**src/rtl/core/tmcc_pkg.sv**
```systemverilog
`timescale 1ns / 1ps
// ----------------------------------------------------------------------------
// tmcc_pkg
// Shared types and constants of the tile map corner collision block.
// ----------------------------------------------------------------------------
package tmcc_pkg;

   // Configuration port
   localparam int CSR_ADDR_W = 3;
   localparam int CSR_DATA_W = 32;
   localparam logic REG_MAP_COLUMNS = 1'b0;
   localparam logic REG_MAP_ROWS    = 1'b1;
   localparam logic [4:0] MAP_COLUMNS_RESET = 5'd16;
   localparam logic [4:0] MAP_ROWS_RESET    = 5'd16;
   localparam logic [4:0] MAX_COLUMNS       = 5'd16;

   // Commands
   localparam logic CMD_WRITE = 1'b0;
   localparam logic CMD_QUERY = 1'b1;

   // Flag bit positions
   localparam int FLAG_UL      = 1;
   localparam int FLAG_UR      = 2;
   localparam int FLAG_LR      = 3;
   localparam int FLAG_LL      = 4;
   localparam int FLAG_GROUND  = 5;
   localparam int FLAG_CEILING = 6;

   // Pixel rows probed per query, in read order
   localparam int PROBE_ABOVE  = 0;
   localparam int PROBE_TOP    = 1;
   localparam int PROBE_BOTTOM = 2;
   localparam int PROBE_BELOW  = 3;
   localparam int PROBES       = 4;

   typedef struct packed {
      logic [4:0] map_columns;
      logic [4:0] map_rows;
   } cfg_type;

   typedef struct packed {
      logic wr_en;
      logic rd_en;
   } store_ctl_type;

   typedef enum logic [2:0] {
      ST_IDLE,
      ST_RD_TOP,
      ST_RD_BOTTOM,
      ST_RD_BELOW,
      ST_FINISH,
      ST_HOLD
   } state_type;

endpackage

```
**src/rtl/core/tmcc_req_if.sv**
```systemverilog
`timescale 1ns / 1ps
// ----------------------------------------------------------------------------
// tmcc_req_if
// Command channel: map row writes and collision queries.
// ----------------------------------------------------------------------------
interface tmcc_req_if;
   logic       valid;
   logic       ready;
   logic       command;
   logic [3:0] row_index;
   logic [15:0] row_bits;
   logic [7:0] pixel_x;
   logic [7:0] pixel_y;
   logic [7:0] sprite_width;
   logic [7:0] sprite_height;

   modport source (
      output valid, command, row_index, row_bits, pixel_x, pixel_y,
             sprite_width, sprite_height,
      input  ready
   );
   modport sink (
      input  valid, command, row_index, row_bits, pixel_x, pixel_y,
             sprite_width, sprite_height,
      output ready
   );
endinterface

```
**src/rtl/core/tmcc_rsp_if.sv**
```systemverilog
`timescale 1ns / 1ps
// ----------------------------------------------------------------------------
// tmcc_rsp_if
// Result channel: collision flags of one query.
// ----------------------------------------------------------------------------
interface tmcc_rsp_if;
   logic       valid;
   logic       ready;
   logic [6:0] collision_flags;

   modport source (
      output valid, collision_flags,
      input  ready
   );
   modport sink (
      input  valid, collision_flags,
      output ready
   );
endinterface

```
**src/rtl/core/tmcc_ram.sv**
```systemverilog
`timescale 1ns / 1ps
// ----------------------------------------------------------------------------
// tmcc_ram
// Generic RAM, one write port and one read port, registered read data.
// ----------------------------------------------------------------------------
module tmcc_ram #(
   parameter int WIDTH = 16,
   parameter int DEPTH = 16
) (
   input  logic                                          clock,
   input  logic                                          wr_en,
   input  logic [((DEPTH > 1) ? $clog2(DEPTH) : 1)-1:0]  wr_addr,
   input  logic [WIDTH-1:0]                              wr_data,
   input  logic                                          rd_en,
   input  logic [((DEPTH > 1) ? $clog2(DEPTH) : 1)-1:0]  rd_addr,
   output logic [WIDTH-1:0]                              rd_data
);
   logic [WIDTH-1:0] mem [DEPTH];
   logic [WIDTH-1:0] rd_data_ff;

   always_ff @(posedge clock) begin
      if (wr_en) begin
         mem[wr_addr] <= wr_data;
      end
      if (rd_en) begin
         rd_data_ff <= mem[rd_addr];
      end
   end

   assign rd_data = rd_data_ff;
endmodule

```
**src/rtl/core/tmcc_store.sv**
```systemverilog
`timescale 1ns / 1ps
// ----------------------------------------------------------------------------
// tmcc_store
// Tile row store: RAM plus per-row valid bits, unwritten rows read as empty.
// ----------------------------------------------------------------------------
module tmcc_store #(
   parameter int MAX_ROWS = 16
) (
   input  logic                                              clock,
   input  logic                                              reset,
   input  tmcc_pkg::store_ctl_type                           ctl,
   input  logic [((MAX_ROWS > 1) ? $clog2(MAX_ROWS) : 1)-1:0] wr_addr,
   input  logic [15:0]                                       wr_data,
   input  logic [((MAX_ROWS > 1) ? $clog2(MAX_ROWS) : 1)-1:0] rd_addr,
   output logic [15:0]                                       rd_data
);
   logic [MAX_ROWS-1:0] valid_ff;
   logic [MAX_ROWS-1:0] valid_in;
   logic                rd_valid_ff;
   logic                rd_valid_in;
   logic [15:0]         ram_q;

   tmcc_ram #(
      .WIDTH (16),
      .DEPTH (MAX_ROWS)
   ) u_ram (
      .clock   (clock),
      .wr_en   (ctl.wr_en),
      .wr_addr (wr_addr),
      .wr_data (wr_data),
      .rd_en   (ctl.rd_en),
      .rd_addr (rd_addr),
      .rd_data (ram_q)
   );

   always_comb begin
      valid_in = valid_ff;
      if (ctl.wr_en) begin
         valid_in[wr_addr] = 1'b1;
      end
      rd_valid_in = ctl.rd_en ? valid_ff[rd_addr] : rd_valid_ff;
   end

   always_ff @(posedge clock) begin
      if (reset) begin
         valid_ff    <= '0;
         rd_valid_ff <= 1'b0;
      end else begin
         valid_ff    <= valid_in;
         rd_valid_ff <= rd_valid_in;
      end
   end

   // Mask rows never written since reset
   assign rd_data = rd_valid_ff ? ram_q : 16'h0000;
endmodule

```
**src/rtl/core/tmcc_csr.sv**
```systemverilog
`timescale 1ns / 1ps
// ----------------------------------------------------------------------------
// tmcc_csr
// Map size registers behind the APB-style port.
// ----------------------------------------------------------------------------
module tmcc_csr (
   input  logic                                clock,
   input  logic                                reset,
   input  logic                                csr_psel,
   input  logic                                csr_penable,
   input  logic                                csr_pwrite,
   input  logic [tmcc_pkg::CSR_ADDR_W-1:0]     csr_paddr,
   input  logic [tmcc_pkg::CSR_DATA_W-1:0]     csr_pwdata,
   output logic [tmcc_pkg::CSR_DATA_W-1:0]     csr_prdata,
   output logic                                csr_pready,
   output tmcc_pkg::cfg_type                   cfg
);
   logic [4:0] map_columns_ff;
   logic [4:0] map_columns_in;
   logic [4:0] map_rows_ff;
   logic [4:0] map_rows_in;
   logic       wr_hit;
   logic       reg_sel;

   assign reg_sel = csr_paddr[2];
   assign wr_hit  = csr_psel & csr_penable & csr_pwrite;

   always_comb begin
      map_columns_in = map_columns_ff;
      map_rows_in    = map_rows_ff;
      if (wr_hit && reg_sel == tmcc_pkg::REG_MAP_COLUMNS) begin
         map_columns_in = csr_pwdata[4:0];
      end
      if (wr_hit && reg_sel == tmcc_pkg::REG_MAP_ROWS) begin
         map_rows_in = csr_pwdata[4:0];
      end
   end

   always_ff @(posedge clock) begin
      if (reset) begin
         map_columns_ff <= tmcc_pkg::MAP_COLUMNS_RESET;
         map_rows_ff    <= tmcc_pkg::MAP_ROWS_RESET;
      end else begin
         map_columns_ff <= map_columns_in;
         map_rows_ff    <= map_rows_in;
      end
   end

   always_comb begin
      case (reg_sel)
         tmcc_pkg::REG_MAP_COLUMNS: begin
            csr_prdata = {27'd0, map_columns_ff};
         end
         tmcc_pkg::REG_MAP_ROWS: begin
            csr_prdata = {27'd0, map_rows_ff};
         end
         default: begin
            csr_prdata = '0;
         end
      endcase
   end

   assign csr_pready      = 1'b1;
   assign cfg.map_columns = map_columns_ff;
   assign cfg.map_rows    = map_rows_ff;
endmodule

```
**src/rtl/core/tile_map_corner_collision.sv**
```systemverilog
`timescale 1ns / 1ps
// ----------------------------------------------------------------------------
// tile_map_corner_collision
// Tile map store with sprite corner, ground and ceiling collision queries.
// ----------------------------------------------------------------------------
// Usage:
//   req_chan carries commands. A write beat (command 0) stores row_bits as
//   map row row_index and returns nothing. A query beat (command 1) returns
//   one rsp_chan beat with collision_flags. The tile store is a single RAM
//   with one read per cycle, so a query reads its four map rows (above the
//   sprite, top row, bottom row, below the sprite) one after another: idle,
//   RD_TOP, RD_BOTTOM and RD_BELOW issue the reads, and FINISH moves the
//   flags to the result register. The next command is taken only in idle,
//   so a query ends before the next starts; writes run one per cycle while idle.
//   The result register holds one finished beat; a stalled receiver lets
//   the next query run, whose flags then wait in the sequencer (req ready
//   low) until the result register frees up.
//   Reset clears the map (per-row valid bits), sets map_columns and
//   map_rows to 16 and drops any pending result.
//   The csr_ port holds map_columns at address 0 and map_rows at 4; write
//   it only while no query is in flight.
// ----------------------------------------------------------------------------
module tile_map_corner_collision #(
   parameter int MAX_ROWS    = 16,
   parameter int TILE_PIXELS = 8
) (
   input  logic                                clock,
   input  logic                                reset,
   tmcc_req_if.sink                            req_chan,
   tmcc_rsp_if.source                          rsp_chan,
   input  logic                                csr_psel,
   input  logic                                csr_penable,
   input  logic                                csr_pwrite,
   input  logic [tmcc_pkg::CSR_ADDR_W-1:0]     csr_paddr,
   input  logic [tmcc_pkg::CSR_DATA_W-1:0]     csr_pwdata,
   output logic [tmcc_pkg::CSR_DATA_W-1:0]     csr_prdata,
   output logic                                csr_pready
);
   localparam int AW = (MAX_ROWS > 1) ? $clog2(MAX_ROWS) : 1;
   // Reciprocal for the pixel to tile division; exact for 8-bit pixels
   localparam int RECIP = (65536 + TILE_PIXELS - 1) / TILE_PIXELS;

   // Pixel to tile index: multiply by the reciprocal, keep the integer part
   function automatic logic [7:0] tile_of(input logic [7:0] pix);
      logic [24:0] prod;
      prod = 25'(pix) * 25'(RECIP);
      return prod[23:16];
   endfunction

   tmcc_pkg::cfg_type       cfg;
   tmcc_pkg::store_ctl_type store_ctl;
   tmcc_pkg::state_type     state_ff;
   tmcc_pkg::state_type     state_in;

   logic [AW-1:0] wr_addr;
   logic [AW-1:0] rd_addr;
   logic [15:0]   row_q;

   // Effective map size
   logic [4:0] cols_eff;
   logic [5:0] rows_eff;

   // Query geometry computed at acceptance
   logic [7:0] xr;
   logic [7:0] yb;
   logic [7:0] below;
   logic [7:0] above;
   logic [7:0] tcx;
   logic [7:0] tcxr;
   logic [tmcc_pkg::PROBES-1:0][7:0] tr_in;
   logic [tmcc_pkg::PROBES-1:0][7:0] tr_ff;
   logic [tmcc_pkg::PROBES-1:0]      row_ok_in;
   logic [tmcc_pkg::PROBES-1:0]      row_ok_ff;
   logic       colx_ok_in;
   logic       colx_ok_ff;
   logic       colxr_ok_in;
   logic       colxr_ok_ff;
   logic [3:0] colx_bit_in;
   logic [3:0] colx_bit_ff;
   logic [3:0] colxr_bit_in;
   logic [3:0] colxr_bit_ff;

   // Sequencer controls
   logic       accept;
   logic       query_go;
   logic       capture;
   logic       result_ready;
   logic [1:0] probe_sel;
   logic       hit_l;
   logic       hit_r;
   logic [6:0] flags_ff;
   logic [6:0] flags_in;
   logic [6:0] flags_final;
   logic       slot_free;
   logic       load;

   // Result register
   logic       rsp_valid_ff;
   logic       rsp_valid_in;
   logic [6:0] rsp_flags_ff;
   logic [6:0] rsp_flags_in;

   tmcc_csr u_csr (
      .clock       (clock),
      .reset       (reset),
      .csr_psel    (csr_psel),
      .csr_penable (csr_penable),
      .csr_pwrite  (csr_pwrite),
      .csr_paddr   (csr_paddr),
      .csr_pwdata  (csr_pwdata),
      .csr_prdata  (csr_prdata),
      .csr_pready  (csr_pready),
      .cfg         (cfg)
   );

   tmcc_store #(
      .MAX_ROWS (MAX_ROWS)
   ) u_store (
      .clock   (clock),
      .reset   (reset),
      .ctl     (store_ctl),
      .wr_addr (wr_addr),
      .wr_data (req_chan.row_bits),
      .rd_addr (rd_addr),
      .rd_data (row_q)
   );

   // Clamp the register values to what the map can hold
   assign cols_eff = (cfg.map_columns > tmcc_pkg::MAX_COLUMNS) ?
                     tmcc_pkg::MAX_COLUMNS : cfg.map_columns;
   assign rows_eff = (6'(cfg.map_rows) > 6'(MAX_ROWS)) ? 6'(MAX_ROWS) : 6'(cfg.map_rows);

   // Corner and probe coordinates, all wrapping at 8 bits
   always_comb begin
      xr    = 8'(req_chan.pixel_x + req_chan.sprite_width + 8'hFF);
      yb    = 8'(req_chan.pixel_y + req_chan.sprite_height + 8'hFF);
      below = 8'(yb + 8'd1);
      above = 8'(req_chan.pixel_y + 8'hFF);
      tcx   = tile_of(req_chan.pixel_x);
      tcxr  = tile_of(xr);
      tr_in[tmcc_pkg::PROBE_ABOVE]  = tile_of(above);
      tr_in[tmcc_pkg::PROBE_TOP]    = tile_of(req_chan.pixel_y);
      tr_in[tmcc_pkg::PROBE_BOTTOM] = tile_of(yb);
      tr_in[tmcc_pkg::PROBE_BELOW]  = tile_of(below);
      for (int k = 0; k < tmcc_pkg::PROBES; k++) begin
         row_ok_in[k] = tr_in[k] < 8'(rows_eff);
      end
      // Columns are mirrored: column c sits in bit (cols - 1 - c)
      colx_ok_in   = tcx < 8'(cols_eff);
      colxr_ok_in  = tcxr < 8'(cols_eff);
      colx_bit_in  = 4'(cols_eff - 5'd1 - tcx[4:0]);
      colxr_bit_in = 4'(cols_eff - 5'd1 - tcxr[4:0]);
   end

   assign accept   = req_chan.valid & req_chan.ready;
   assign query_go = accept & (req_chan.command == tmcc_pkg::CMD_QUERY);
   assign wr_addr  = AW'(req_chan.row_index);

   // Hold query geometry for the read sequence
   always_ff @(posedge clock) begin
      if (query_go) begin
         tr_ff        <= tr_in;
         row_ok_ff    <= row_ok_in;
         colx_ok_ff   <= colx_ok_in;
         colxr_ok_ff  <= colxr_ok_in;
         colx_bit_ff  <= colx_bit_in;
         colxr_bit_ff <= colxr_bit_in;
      end
   end

   // Next state
   always_comb begin
      state_in = state_ff;
      case (state_ff)
         tmcc_pkg::ST_IDLE: begin
            if (query_go) begin
               state_in = tmcc_pkg::ST_RD_TOP;
            end
         end
         tmcc_pkg::ST_RD_TOP: begin
            state_in = tmcc_pkg::ST_RD_BOTTOM;
         end
         tmcc_pkg::ST_RD_BOTTOM: begin
            state_in = tmcc_pkg::ST_RD_BELOW;
         end
         tmcc_pkg::ST_RD_BELOW: begin
            state_in = tmcc_pkg::ST_FINISH;
         end
         tmcc_pkg::ST_FINISH: begin
            state_in = slot_free ? tmcc_pkg::ST_IDLE : tmcc_pkg::ST_HOLD;
         end
         tmcc_pkg::ST_HOLD: begin
            if (slot_free) begin
               state_in = tmcc_pkg::ST_IDLE;
            end
         end
         default: begin
            state_in = tmcc_pkg::ST_IDLE;
         end
      endcase
   end

   // Sequencer outputs: one row read per cycle, each captured in the cycle after its read
   always_comb begin
      req_chan.ready  = 1'b0;
      store_ctl.wr_en = 1'b0;
      store_ctl.rd_en = 1'b0;
      rd_addr         = tr_in[tmcc_pkg::PROBE_ABOVE][AW-1:0];
      capture         = 1'b0;
      result_ready    = 1'b0;
      probe_sel       = 2'(tmcc_pkg::PROBE_ABOVE);
      case (state_ff)
         tmcc_pkg::ST_IDLE: begin
            // Hold off commands while reset is applied
            req_chan.ready  = ~reset;
            store_ctl.wr_en = req_chan.valid &
                              (req_chan.command == tmcc_pkg::CMD_WRITE) &
                              (32'(req_chan.row_index) < MAX_ROWS);
            store_ctl.rd_en = req_chan.valid &
                              (req_chan.command == tmcc_pkg::CMD_QUERY);
         end
         tmcc_pkg::ST_RD_TOP: begin
            store_ctl.rd_en = 1'b1;
            rd_addr         = tr_ff[tmcc_pkg::PROBE_TOP][AW-1:0];
            capture         = 1'b1;
            probe_sel       = 2'(tmcc_pkg::PROBE_ABOVE);
         end
         tmcc_pkg::ST_RD_BOTTOM: begin
            store_ctl.rd_en = 1'b1;
            rd_addr         = tr_ff[tmcc_pkg::PROBE_BOTTOM][AW-1:0];
            capture         = 1'b1;
            probe_sel       = 2'(tmcc_pkg::PROBE_TOP);
         end
         tmcc_pkg::ST_RD_BELOW: begin
            store_ctl.rd_en = 1'b1;
            rd_addr         = tr_ff[tmcc_pkg::PROBE_BELOW][AW-1:0];
            capture         = 1'b1;
            probe_sel       = 2'(tmcc_pkg::PROBE_BOTTOM);
         end
         tmcc_pkg::ST_FINISH: begin
            capture      = 1'b1;
            result_ready = 1'b1;
            probe_sel    = 2'(tmcc_pkg::PROBE_BELOW);
         end
         tmcc_pkg::ST_HOLD: begin
            result_ready = 1'b1;
         end
         default: begin
            req_chan.ready = 1'b0;
         end
      endcase
   end

   // Left and right corner tests on the row just read
   assign hit_l = capture & row_ok_ff[probe_sel] & colx_ok_ff & row_q[colx_bit_ff];
   assign hit_r = capture & row_ok_ff[probe_sel] & colxr_ok_ff & row_q[colxr_bit_ff];

   always_comb begin
      flags_final = flags_ff;
      case (probe_sel)
         2'(tmcc_pkg::PROBE_ABOVE): begin
            flags_final[tmcc_pkg::FLAG_CEILING] = flags_ff[tmcc_pkg::FLAG_CEILING] |
                                                  hit_l | hit_r;
         end
         2'(tmcc_pkg::PROBE_TOP): begin
            flags_final[tmcc_pkg::FLAG_UL] = flags_ff[tmcc_pkg::FLAG_UL] | hit_l;
            flags_final[tmcc_pkg::FLAG_UR] = flags_ff[tmcc_pkg::FLAG_UR] | hit_r;
         end
         2'(tmcc_pkg::PROBE_BOTTOM): begin
            flags_final[tmcc_pkg::FLAG_LL] = flags_ff[tmcc_pkg::FLAG_LL] | hit_l;
            flags_final[tmcc_pkg::FLAG_LR] = flags_ff[tmcc_pkg::FLAG_LR] | hit_r;
         end
         2'(tmcc_pkg::PROBE_BELOW): begin
            flags_final[tmcc_pkg::FLAG_GROUND] = flags_ff[tmcc_pkg::FLAG_GROUND] |
                                                 hit_l | hit_r;
         end
         default: begin
            flags_final = flags_ff;
         end
      endcase
      // Clear the accumulator when a query starts
      flags_in = query_go ? 7'd0 : flags_final;
   end

   always_ff @(posedge clock) begin
      flags_ff <= flags_in;
   end

   // Result register: load when empty or being drained this cycle
   assign slot_free    = ~rsp_valid_ff | rsp_chan.ready;
   assign load         = result_ready & slot_free;
   assign rsp_valid_in = load | (rsp_valid_ff & ~rsp_chan.ready);
   assign rsp_flags_in = load ? flags_final : rsp_flags_ff;

   always_ff @(posedge clock) begin
      if (reset) begin
         state_ff     <= tmcc_pkg::ST_IDLE;
         rsp_valid_ff <= 1'b0;
      end else begin
         state_ff     <= state_in;
         rsp_valid_ff <= rsp_valid_in;
      end
   end

   always_ff @(posedge clock) begin
      rsp_flags_ff <= rsp_flags_in;
   end

   assign rsp_chan.valid           = rsp_valid_ff;
   assign rsp_chan.collision_flags = rsp_flags_ff;
endmodule
```
**src/flat_wrapper.sv**
```systemverilog
// flat-port wrapper written by rule: the top's interface ports become plain ports
module tile_map_corner_collision_flat 
#(
   parameter int MAX_ROWS    = 16,
   parameter int TILE_PIXELS = 8
)
  (clock, reset, csr_psel, csr_penable, csr_pwrite, csr_paddr, csr_pwdata, csr_prdata, csr_pready, req_chan_valid, req_chan_command, req_chan_row_index, req_chan_row_bits, req_chan_pixel_x, req_chan_pixel_y, req_chan_sprite_width, req_chan_sprite_height, req_chan_ready, rsp_chan_valid, rsp_chan_collision_flags, rsp_chan_ready);
  tmcc_req_if req_chan_i ();
  tmcc_rsp_if rsp_chan_i ();
  input  logic clock;
  input  logic reset;
  input  logic csr_psel;
  input  logic csr_penable;
  input  logic csr_pwrite;
  input  logic [tmcc_pkg::CSR_ADDR_W-1:0] csr_paddr;
  input  logic [tmcc_pkg::CSR_DATA_W-1:0] csr_pwdata;
  output logic [tmcc_pkg::CSR_DATA_W-1:0] csr_prdata;
  output logic csr_pready;
  input wire logic [$bits(req_chan_i.valid)-1:0] req_chan_valid;
  input wire logic [$bits(req_chan_i.command)-1:0] req_chan_command;
  input wire logic [$bits(req_chan_i.row_index)-1:0] req_chan_row_index;
  input wire logic [$bits(req_chan_i.row_bits)-1:0] req_chan_row_bits;
  input wire logic [$bits(req_chan_i.pixel_x)-1:0] req_chan_pixel_x;
  input wire logic [$bits(req_chan_i.pixel_y)-1:0] req_chan_pixel_y;
  input wire logic [$bits(req_chan_i.sprite_width)-1:0] req_chan_sprite_width;
  input wire logic [$bits(req_chan_i.sprite_height)-1:0] req_chan_sprite_height;
  output wire logic [$bits(req_chan_i.ready)-1:0] req_chan_ready;
  output wire logic [$bits(rsp_chan_i.valid)-1:0] rsp_chan_valid;
  output wire logic [$bits(rsp_chan_i.collision_flags)-1:0] rsp_chan_collision_flags;
  input wire logic [$bits(rsp_chan_i.ready)-1:0] rsp_chan_ready;
  assign req_chan_i.valid = req_chan_valid;
  assign req_chan_i.command = req_chan_command;
  assign req_chan_i.row_index = req_chan_row_index;
  assign req_chan_i.row_bits = req_chan_row_bits;
  assign req_chan_i.pixel_x = req_chan_pixel_x;
  assign req_chan_i.pixel_y = req_chan_pixel_y;
  assign req_chan_i.sprite_width = req_chan_sprite_width;
  assign req_chan_i.sprite_height = req_chan_sprite_height;
  assign req_chan_ready = req_chan_i.ready;
  assign rsp_chan_valid = rsp_chan_i.valid;
  assign rsp_chan_collision_flags = rsp_chan_i.collision_flags;
  assign rsp_chan_i.ready = rsp_chan_ready;
  tile_map_corner_collision #(.MAX_ROWS(MAX_ROWS), .TILE_PIXELS(TILE_PIXELS)) u_core (.clock(clock), .reset(reset), .req_chan(req_chan_i), .rsp_chan(rsp_chan_i), .csr_psel(csr_psel), .csr_penable(csr_penable), .csr_pwrite(csr_pwrite), .csr_paddr(csr_paddr), .csr_pwdata(csr_pwdata), .csr_prdata(csr_prdata), .csr_pready(csr_pready));
endmodule
```
**config.mk**
```make
export PLATFORM = sky130hd
export DESIGN_NAME = tile_map_corner_collision_flat
export DESIGN_NICKNAME = d
export VERILOG_FILES = /design/src/rtl/core/tmcc_pkg.sv /design/src/rtl/core/tmcc_req_if.sv /design/src/rtl/core/tmcc_rsp_if.sv /design/src/rtl/core/tmcc_ram.sv /design/src/rtl/core/tmcc_store.sv /design/src/rtl/core/tmcc_csr.sv /design/src/rtl/core/tile_map_corner_collision.sv /design/src/flat_wrapper.sv
export SDC_FILE = /design/constraint.sdc
export NUM_CORES = 1
export LEC_CHECK = 0
export ABC_AREA = 1
export BUFFER_PORTS_ARGS = -buffer_cell sky130_fd_sc_hd__clkbuf_2
export CAP_MARGIN = 20
export CORE_ASPECT_RATIO = 0.8
export CORE_MARGIN = 4
export CORE_UTILIZATION = 45
export DETAILED_ROUTE_END_ITERATION = 10
export PLACE_DENSITY = 0.64
export SETUP_SLACK_MARGIN = 0.2
export SKIP_LAST_GASP = 1
export SLEW_MARGIN = 20
export SYNTH_ARGS = -nofsm -noshare
export SYNTH_HDL_FRONTEND = slang
export SYNTH_HIERARCHICAL = 1
export SYNTH_SLANG_ARGS = --single-unit
```
**constraint.sdc**
```tcl
create_clock -name clock -period 9 [get_ports clock]
set_clock_uncertainty 0.2 [all_clocks]
set_input_delay 0.45 -clock clock [delete_from_list [all_inputs] [get_ports clock]]
set_output_delay 0.45 -clock clock [all_outputs]
set_load 0.005 [all_outputs]
```
Yosys cells after proc, flatten, opt, wreduce, memory -nomap -nowiden
Memories as Yosys holds them, arrays and structs flattened. A register that Yosys moved wholly into a read port is not among the register bits.
Cells that the tools add are included.
Cells by class
  add/subtract/negate cells: 9
  $lt $le $gt $ge: 14
  eq/ne operators: 10
  muxes and demuxes: 31
  bitwise logic cells: 29
  reduce and logical (&&, ||, !) cells: 9
Operator list (count)
  $pmux 32 s2: 1
  $lt 5x5->1: 5
  $add 8x8->8 const B: 3
  $lt 4x5->1 const B: 4
  $pmux 3 s6: 1
  $add 8x8->8: 2
  $mux 16: 1
  $or 16x16->16: 1
  $and 1x1->1: 13
  $mux 1: 13
  $bmux 1 s4: 3
  $pmux 4 s3: 1
  $gt 5x5->1 const B: 2
  $mux 5: 2
  $or 1x1->1: 10
  $mux 3: 3
  $add 8x1->8 const B: 1
  $sub 4x4->4: 2
  $eq 3x2->1 const B: 2
  $eq 3x3->1 const B: 2
  $lt 5x6->1: 1
  $pmux 2 s3: 1
  $not 1->1: 5
  $demux 1 s4: 1
  other kinds (17): 22
Word-level totals
  register bits: 69
  memory bits (writable): 256
  input port bits: 95
  output and inout bits: 42
  logic and storage cells: 119
  memories kept: 1
Memories
  u_core.u_store.u_ram.mem: depth 16, bits a word 16, read ports 1, clocked after memory_dff 1, wr ports 1, RTL line tmcc_ram.sv:18  | logic [WIDTH-1:0] mem [DEPTH];

Longest topological paths before layout
Gate-level depths: netlist of run 1.
  depth after elaboration: 10
  gate-level depth with buffers: 19

Hierarchy
The synthesis of run 1 kept the hierarchy.
Modules (own cells, without submodules)
  tmcc_ram: instances 1, cells an instance 1074, area an instance 11548.6 um2, sequential area each 8167.8 um2
  tile_map_corner_collision: instances 1, cells an instance 504, area an instance 3773.6 um2, sequential area each 1161.1 um2
  tmcc_store: instances 1, cells an instance 144, area an instance 900.9 um2, sequential area each 340.3 um2
  tmcc_csr: instances 1, cells an instance 107, area an instance 705.7 um2, sequential area each 200.2 um2

Least setup slack after synthesis of run 1
OpenSTA, ideal clock, no wires.
  kind: input to register
  start: in req_chan_pixel_y[1]
  end: reg u_core/row_ok_ff[3] (netlist name), data pin
  data arrival time: 2.711 ns
  slack: 5.828 ns
  cell stages on the path: 16
  cells stage by stage: inv_1 > ha_1 > inv_1 > ha_1 > fa_1 > nand2_1 > nor3_4 > nand2_1 > nor2_1 > nand2_1 > nand2_1 > nand2_1 > ha_1 > nand2_1 > o21ai_0 > a21oi_1
Between the ends
  word-level cells in the longest chain between the ends: 4
RTL lines
  start: declaration: RTL line flat_wrapper.sv:24  | input wire logic [$bits(req_chan_i.pixel_y)-1:0] req_chan_pixel_y;
  $add 8x8->8 (2 in a row): RTL line tile_map_corner_collision.sv:136  | yb = 8'(req_chan.pixel_y + req_chan.sprite_height + 8'hFF);
  $add 8x1->8: RTL line tile_map_corner_collision.sv:137  | below = 8'(yb + 8'd1);
  $lt 5x5->1: RTL line tile_map_corner_collision.sv:146  | row_ok_in[k] = tr_in[k] < 8'(rows_eff);
  via u_core.row_ok_in, one bit: RTL line tile_map_corner_collision.sv:72  | logic [tmcc_pkg::PROBES-1:0] row_ok_in;
  end signal: assignment: RTL line tile_map_corner_collision.sv:163  | row_ok_ff <= row_ok_in;
  end: declaration: RTL line tile_map_corner_collision.sv:73  | logic [tmcc_pkg::PROBES-1:0] row_ok_ff;
The timed path passes the listed nets, and every way through them passes these cells.
A chain may end at the register's enable or synchronous reset.

Worst setup path after layout of run 1
  start: reg u_core.state_ff[2]
  end: reg u_core.u_store.u_ram.rd_data_ff[5], in the netlist u_core/u_store/u_ram/rd_data[5], read port of u_core.u_store.u_ram.mem, data pin
Between the ends
  elaborated cells on any way between the ends: 7
  those cells by class: eq/ne: 3; mux: 2; reduce/logical: 2
RTL lines
  start: declaration: RTL line tile_map_corner_collision.sv:52  | tmcc_pkg::state_type state_ff;
  start signal: assignment: RTL line tile_map_corner_collision.sv:297  | state_ff <= tmcc_pkg::ST_IDLE;
  start signal: assignment: RTL line tile_map_corner_collision.sv:300  | state_ff <= state_in;
  $eq 3x2->1 / $eq 3x1->1 (equally long branches): RTL line tile_map_corner_collision.sv:212  | case (state_ff)
  $pmux 4 s3 (*): RTL line tile_map_corner_collision.sv:212
  via u_core.rd_addr[0]: RTL line tile_map_corner_collision.sv:56  | logic [AW-1:0] rd_addr;
  end: declaration: RTL line tmcc_ram.sv:19  | logic [WIDTH-1:0] rd_data_ff;
Mark *: on every way through the listed nets, which the timed path passes. The rest lies on a longest branch.

==> metrics.yaml, run 1 <==
status: "finished, final reports clean"
yosys.area.top_type: "edfxtp_1"
path_common_cell: "nand2_1"
p_leak_nw: 8.54
drcViolationCount: 0
nets: 2065
async_flop_share: 0
drtAntennaViolNets: 0
seq_area_frac_synth: 0.583
syn_inst: 1829
ys_top_cells_by_area: "edfxtp_1, nand2_1, inv_1, nand3_1, dfxtp_1"
numCtsBuffers: 36
drive_above_1_share: 0.104
cts_tree: "done"
slew_headroom: 0.271
yosysWarnings: 6
maxCapViolations: 0
clock_latency_ps: 530
n_antenna_cell: 0
cts.path.max_buffers: 3
crit_path_cell_trace: "inv_2 > nand2_1 > nor2_1 > a22oi_1 > a22oi_2 > buf_4 > clkinv_2 > buf_4 > nand2_1 > nand2_1 > nand2_1 > nand3_1 > nand3_1 > nand2_1"
path_class: "reg2reg"
period_needed_ps: 4370
hold_viol_final: 0
final_common_cell: "nand2_1"
grt-ovfl-total: 0
cp_top_family: "buffers and inverters"
rsz0062_at_grt: "false"
area_growth_syn_to_layout_pct: 11.6
endpoint_kind: "flop"
hp-class: "in2reg"
port_buffers: 78
hpwl_mm: 23.0
worst_pin_slew_ps: 1090
synth_edf_count: 304
rows: 63
fin_crit_sh: 0.485
drt_iter0_drc: 958
dieHeight_um: 181
initial_utilization: 0.456
p_per_area_mw_per_mm2: 218
rrSetupSlack_ps: 4630
setup_tns_ps: 0
grt_max_degree: 99
cp_max_fo: 80
grt_pass1_vias: 11300
cts_root_buf: "clkbuf_16"
path_clk_slew_ps: 60
layout_common_cells: "nand2_1, inv_1, edfxtp_1"
r2r_start: "u_core/state_ff[2]"
dp.cells: 2354
antenna_found_initial: 3
cp.arrival_ps: 4430
grt_pass1_wl_mm: 60.5
min_from: "csr_pwdata[0]"
slew_viol_final: 0
via_per_inst: 4.92
peakVddDrop_mv: 0.126
ys_ff_latch: 341
wl_per_cell_um: 15.8
synth_ff_type: "edfxtp_1"
grt.total_usage: 0.186
dr.pass1.iters: 5
setup_viol: 0
drt-total-wl_mm: 38.4
crit_buf_inv: 4
worstSetupStartpoint: "u_core/state_ff[2]"
max_freq_mhz: 229
critPathLaunchType: "flop"
place.gp.congestion: 0.828
die_w_um: 225
crit_path_max_incr_delay_ps: 730
cts_sinks: 341
post-route-util: 0.509
fillerInstances: 3366
cts_setup_buffers: 0
h-tree-depth: 2
pin_count: 137
critPathRequiredTime_ps: 9070
dieArea_sq_mm: 0.0408
synthesis.area_sq_mm: 0.0169
num_vias: 11900
instances_no_fill: 2425
postSynthAreaPerCell_sq_um: 9.26
core_sq_mm: 0.0371
synth.top_cell.area_share: 0.539
ys_types: 42
crit_slowest_cell: "clkinv_2"
## final cells by class
type / count / area, sq um / share of cell area
well taps: 487 / 609 / 0.0323
clock inverters: 19 / 148 / 0.00782
flip-flops and latches: 341 / 9870 / 0.523
clock buffers: 47 / 1000 / 0.0532
repair buffers: 107 / 621 / 0.0329
multi-input cells: 1072 / 5300 / 0.281
inverters: 352 / 1330 / 0.0705
## through the flow
stage               worst slack, ps  hold WS, ps  instance area (sq um)  total power [mW]
floorplan                      5830          236                  17000              2.51
global placement               4750          244                  17700              2.71
detailed placement             4700          249                  17700              2.72
CTS                            4670         48.5                  18900              4.16
global route                   4260         77.5                  18900              4.34
finish                         4630         72.9                  18900              4.12
## cell usage after synthesis (2+ instances only)
cell,count
nand2_1,524
inv_1,342
edfxtp_1,304
nand3_1,251
nor2_1,96
ha_1,57
buf_4,51
a21oi_1,37
dfxtp_1,37
buf_2,25
xnor2_1,12
xor2_1,10
clkbuf_1,9
inv_2,7
o21ai_0,7
a22oi_1,4
a31oi_1,4
buf_6,4
nand4_1,4
o21ai_2,4
a2111oi_0,3
conb_1,3
fa_1,3
nand2_2,3
nor3_2,3
o21bai_1,3
or2_2,3
nand3b_1,2
nor2_2,2
nor2_4,2
nor3_1,2
## power breakdown
part           leakage, nW  internal, mW  total (mW)  switching [mW]
Clock                0.564         0.823        1.43           0.604
Sequential            3.05          1.80        1.83          0.0289
Combinational         4.92         0.266       0.866           0.601
Total                 8.54          2.89        4.12            1.23
## flip-flops by register name (all words and copies together), names as in the netlist, 3 cells and up
| name | count |
|---|---|
| u_core/colx_bit_ff | 4 |
| u_core/colxr_bit_ff | 4 |
| u_core/flags_ff | 6 |
| u_core/row_ok_ff | 4 |
| u_core/rsp_chan.collision_flags | 6 |
| u_core/state_ff | 3 |
| u_core/tr_ff | 12 |
| u_core/u_csr/map_columns_ff | 5 |
| u_core/u_csr/map_rows_ff | 5 |
| u_core/u_store/u_ram/mem | 256 |
| u_core/u_store/u_ram/rd_data | 16 |
| u_core/u_store/valid_ff | 16 |
## what timing repair did
item	in CTS	in global routing
resized for setup	0	0
hold endpoints to repair	6	0
setup endpoints to repair	0	0
hold buffers	5	0
## path summary, 6_finish.rpt
path,endpoint,cells after the start
max,u_core/u_store/u_ram/rd_data[5],14
min,u_core/u_csr/map_columns_ff[0],5
max reg2reg,u_core/u_store/u_ram/rd_data[5],14
min reg2reg,u_core/flags_ff[6],2
## per-layer routing
layer | global-route usage | vias to the layer above | part of all wire
met1 | 0.272 | 5557 | 0.46
li1 | - | 5950 | -
met2 | 0.287 | 368 | 0.45
met3 | 0.0369 | 54 | 0.074
met5 | 0 | - | 0.00096
met4 | 0.0424 | 6 | 0.017
## logic make-up after synthesis
group,after synthesis,share of synthesized area
AO/OA/AOI/OAI,66,0.0229
XOR/XNOR,22,0.0114
adder cells (fa/ha/maj),60,0.0457
buffers and inverters,442,0.113
flip-flops,341,0.583
other,3,0.000665
AND/OR/NAND/NOR,895,0.223
## worst min-delay path: cells and delay by family
family,cells,cell delay (ps)
and+or+nand+nor,3,180
buffers and inverters,2,120
(Power assumes the default switching activity.)
==> run 2, diff against run 1 <==
==> constraint.sdc (replaced) <==
create_clock -name clock -period 4.06 [get_ports clock]
set_clock_uncertainty 0.2 [all_clocks]
set_input_delay 0.203 -clock clock [delete_from_list [all_inputs] [get_ports clock]]
set_output_delay 0.203 -clock clock [all_outputs]
set_load 0.005 [all_outputs]
==> metrics.yaml, run 2 (synthesis gave the netlist of run 1 again) <==
h-tree-depth: 2  # unchanged
worst_pin_slew_ps: 939  # was 1090 ps
place.gp.congestion: 0.848  # was 0.828
fin_crit_sh: 0.823
max_freq_mhz: 299
antenna_found_initial: 2  # was 3
hp-class: "in2reg"  # unchanged
cts.path.max_buffers: 3  # unchanged
path_class: "in2reg"  # was reg2reg
cts_sinks: 341  # unchanged
setup_tns_ps: 0  # unchanged
drt-total-wl_mm: 40.0  # was 38.4 mm
port_buffers: 78  # unchanged
p_leak_nw: 8.80  # was 8.54 nW
timing.hold.ws_ps: 28.1  # was 72.9 ps
p_per_area_mw_per_mm2: 471  # was 218 mW/mm^2
slew_viol_final: 0  # unchanged
area_growth_syn_to_layout_pct: 15.3  # was 11.6%
fin_ws_ps: 718  # was 4630 ps
rsz0062_at_grt: "false"  # unchanged
grt-ovfl-total: 0  # unchanged
drive_above_1_share: 0.102  # was 0.104
setup_viol: 0  # unchanged
initial_utilization: 0.456  # unchanged
critPathRequiredTime_ps: 4090  # was 9070 ps
slew_headroom: 0.374  # was 0.271
largest_register_ffs: 256  # unchanged
nets: 2127  # was 2065
cts_root_buf: "clkbuf_16"  # unchanged
layout_common_cells: "nand2_1, inv_1, edfxtp_1"  # unchanged
cts_setup_buffers: 0  # unchanged
dp.cells: 2362  # was 2354
period_needed_ps: 3340
core_sq_mm: 0.0371  # unchanged
cp_max_fo: 5  # was 80
postCtsResizedCells: 0  # unchanged
final_common_cell: "nand2_1"  # unchanged
path_clk_slew_ps: 60  # about the same
pin_count: 137  # unchanged
clock_latency_ps: 540  # was 530 ps
die_w_um: 225  # unchanged
grt.total_usage: 0.193  # was 0.186
instances_no_fill: 2490  # was 2425
grt_pass1_vias: 11900  # was 11300
grt_max_degree: 138  # was 99
maxCapViolations: 0  # unchanged
endpoint_kind: "flop"  # unchanged
dieArea_sq_mm: 0.0408  # unchanged
numCtsBuffers: 37  # was 36
dr.pass1.iters: 10  # was 5
rows: 63  # unchanged
wl_per_cell_um: 16.1  # was 15.8 um
num_vias: 12400  # was 11900
violations: "DRC"
drt_iter0_drc: 1232  # was 958
status: "finished, violations left"  # was finished, final reports clean
dieHeight_um: 181  # unchanged
peakVddDrop_mv: 0.285  # was 0.126 mV
critPathLaunchType: "input port"  # was flop
drtAntennaViolNets: 0  # unchanged
hold_buffers: 58  # was 5
hpwl_mm: 24.0  # was 23.0 mm
drcViolationCount: 2  # was 0
dp_slack_ps: 538  # was 4700 ps
fillerInstances: 3279  # was 3366
hold_viol_final: 0  # unchanged
cts_tree: "done"  # unchanged
regMostFlops: "u_core/u_store/u_ram/mem"  # unchanged
cp.arrival_ps: 3370  # was 4430 ps
grt_pass1_wl_mm: 63.0  # was 60.5 mm
via_per_inst: 4.97  # was 4.92
## run 2: stage by stage
| step | cell area, sq um | total power, mW | utilization |
|---|---|---|---|
| after floorplan | 17000 | 5.56 | - |
| after detailed placement | 17800 | 6.09 | 0.479 |
| after CTS | 19500 | 9.24 | 0.525 |
| after global routing | 19500 | 9.66 | 0.525 |
| after global placement | 17800 | 6.06 | 0.479 |
| final | 19500 | 9.19 | 0.526 |
## run 2: area by class of cell
type | instances | area (sq um) | area share
Clock inverter | 17 | 125 | 0.00641
Antenna cell | 2 | 5.00 | 0.000257
Clock buffer | 51 | 998 | 0.0512
Multi-Input combinational cell | 1072 | 5300 | 0.272
Inverter | 352 | 1330 | 0.0682
Tap cell | 487 | 609 | 0.0312
Sequential cell | 341 | 9870 | 0.506
Timing Repair Buffer | 168 | 1270 | 0.0653
## run 2: power by group
part / internal, mW / switching (mW) / total, mW
Clock: 1.79 / 1.32 / 3.11
Sequential: 3.99 / 0.0623 / 4.06
Combinational: 0.653 / 1.37 / 2.02
Total: 6.44 / 2.75 / 9.19
## run 2: final timing paths
path                                          start                         endpoint  slack (ps)  cells after the start
worst max register to register   u_core/state_ff[2]  u_core/u_store/u_ram/rd_data[3]         840                     13
worst min register to register   u_core/flags_ff[5]               u_core/flags_ff[5]         260                      2
worst max-delay path            req_chan_pixel_y[4]              u_core/row_ok_ff[2]         720                     18
worst min-delay path            req_chan_pixel_x[4]            u_core/colx_bit_ff[1]          30                      3
## run 2: critical path: stages
cell and delay [ps]:
dlygate4sd3_1 530, clkbuf_2 170, inv_1 60, ha_1 270
inv_1 40, ha_1 310, nand3_1 90, nand3_1 110
nand2_1 70, nand2_1 60, a21oi_1 70, or2_2 270
nand2_1 80, inv_1 70, ha_1 310, nand2_1 80
nor2_1 40, a2111oi_0 550
## run 2: routing by layer
metal,global-route usage,part of all wire,vias up
li1,-,-,6076
met1,0.278,0.45,5789
met2,0.309,0.46,416
met3,0.0257,0.067,81
met4,0.0559,0.025,2
met5,0,0.00017,-
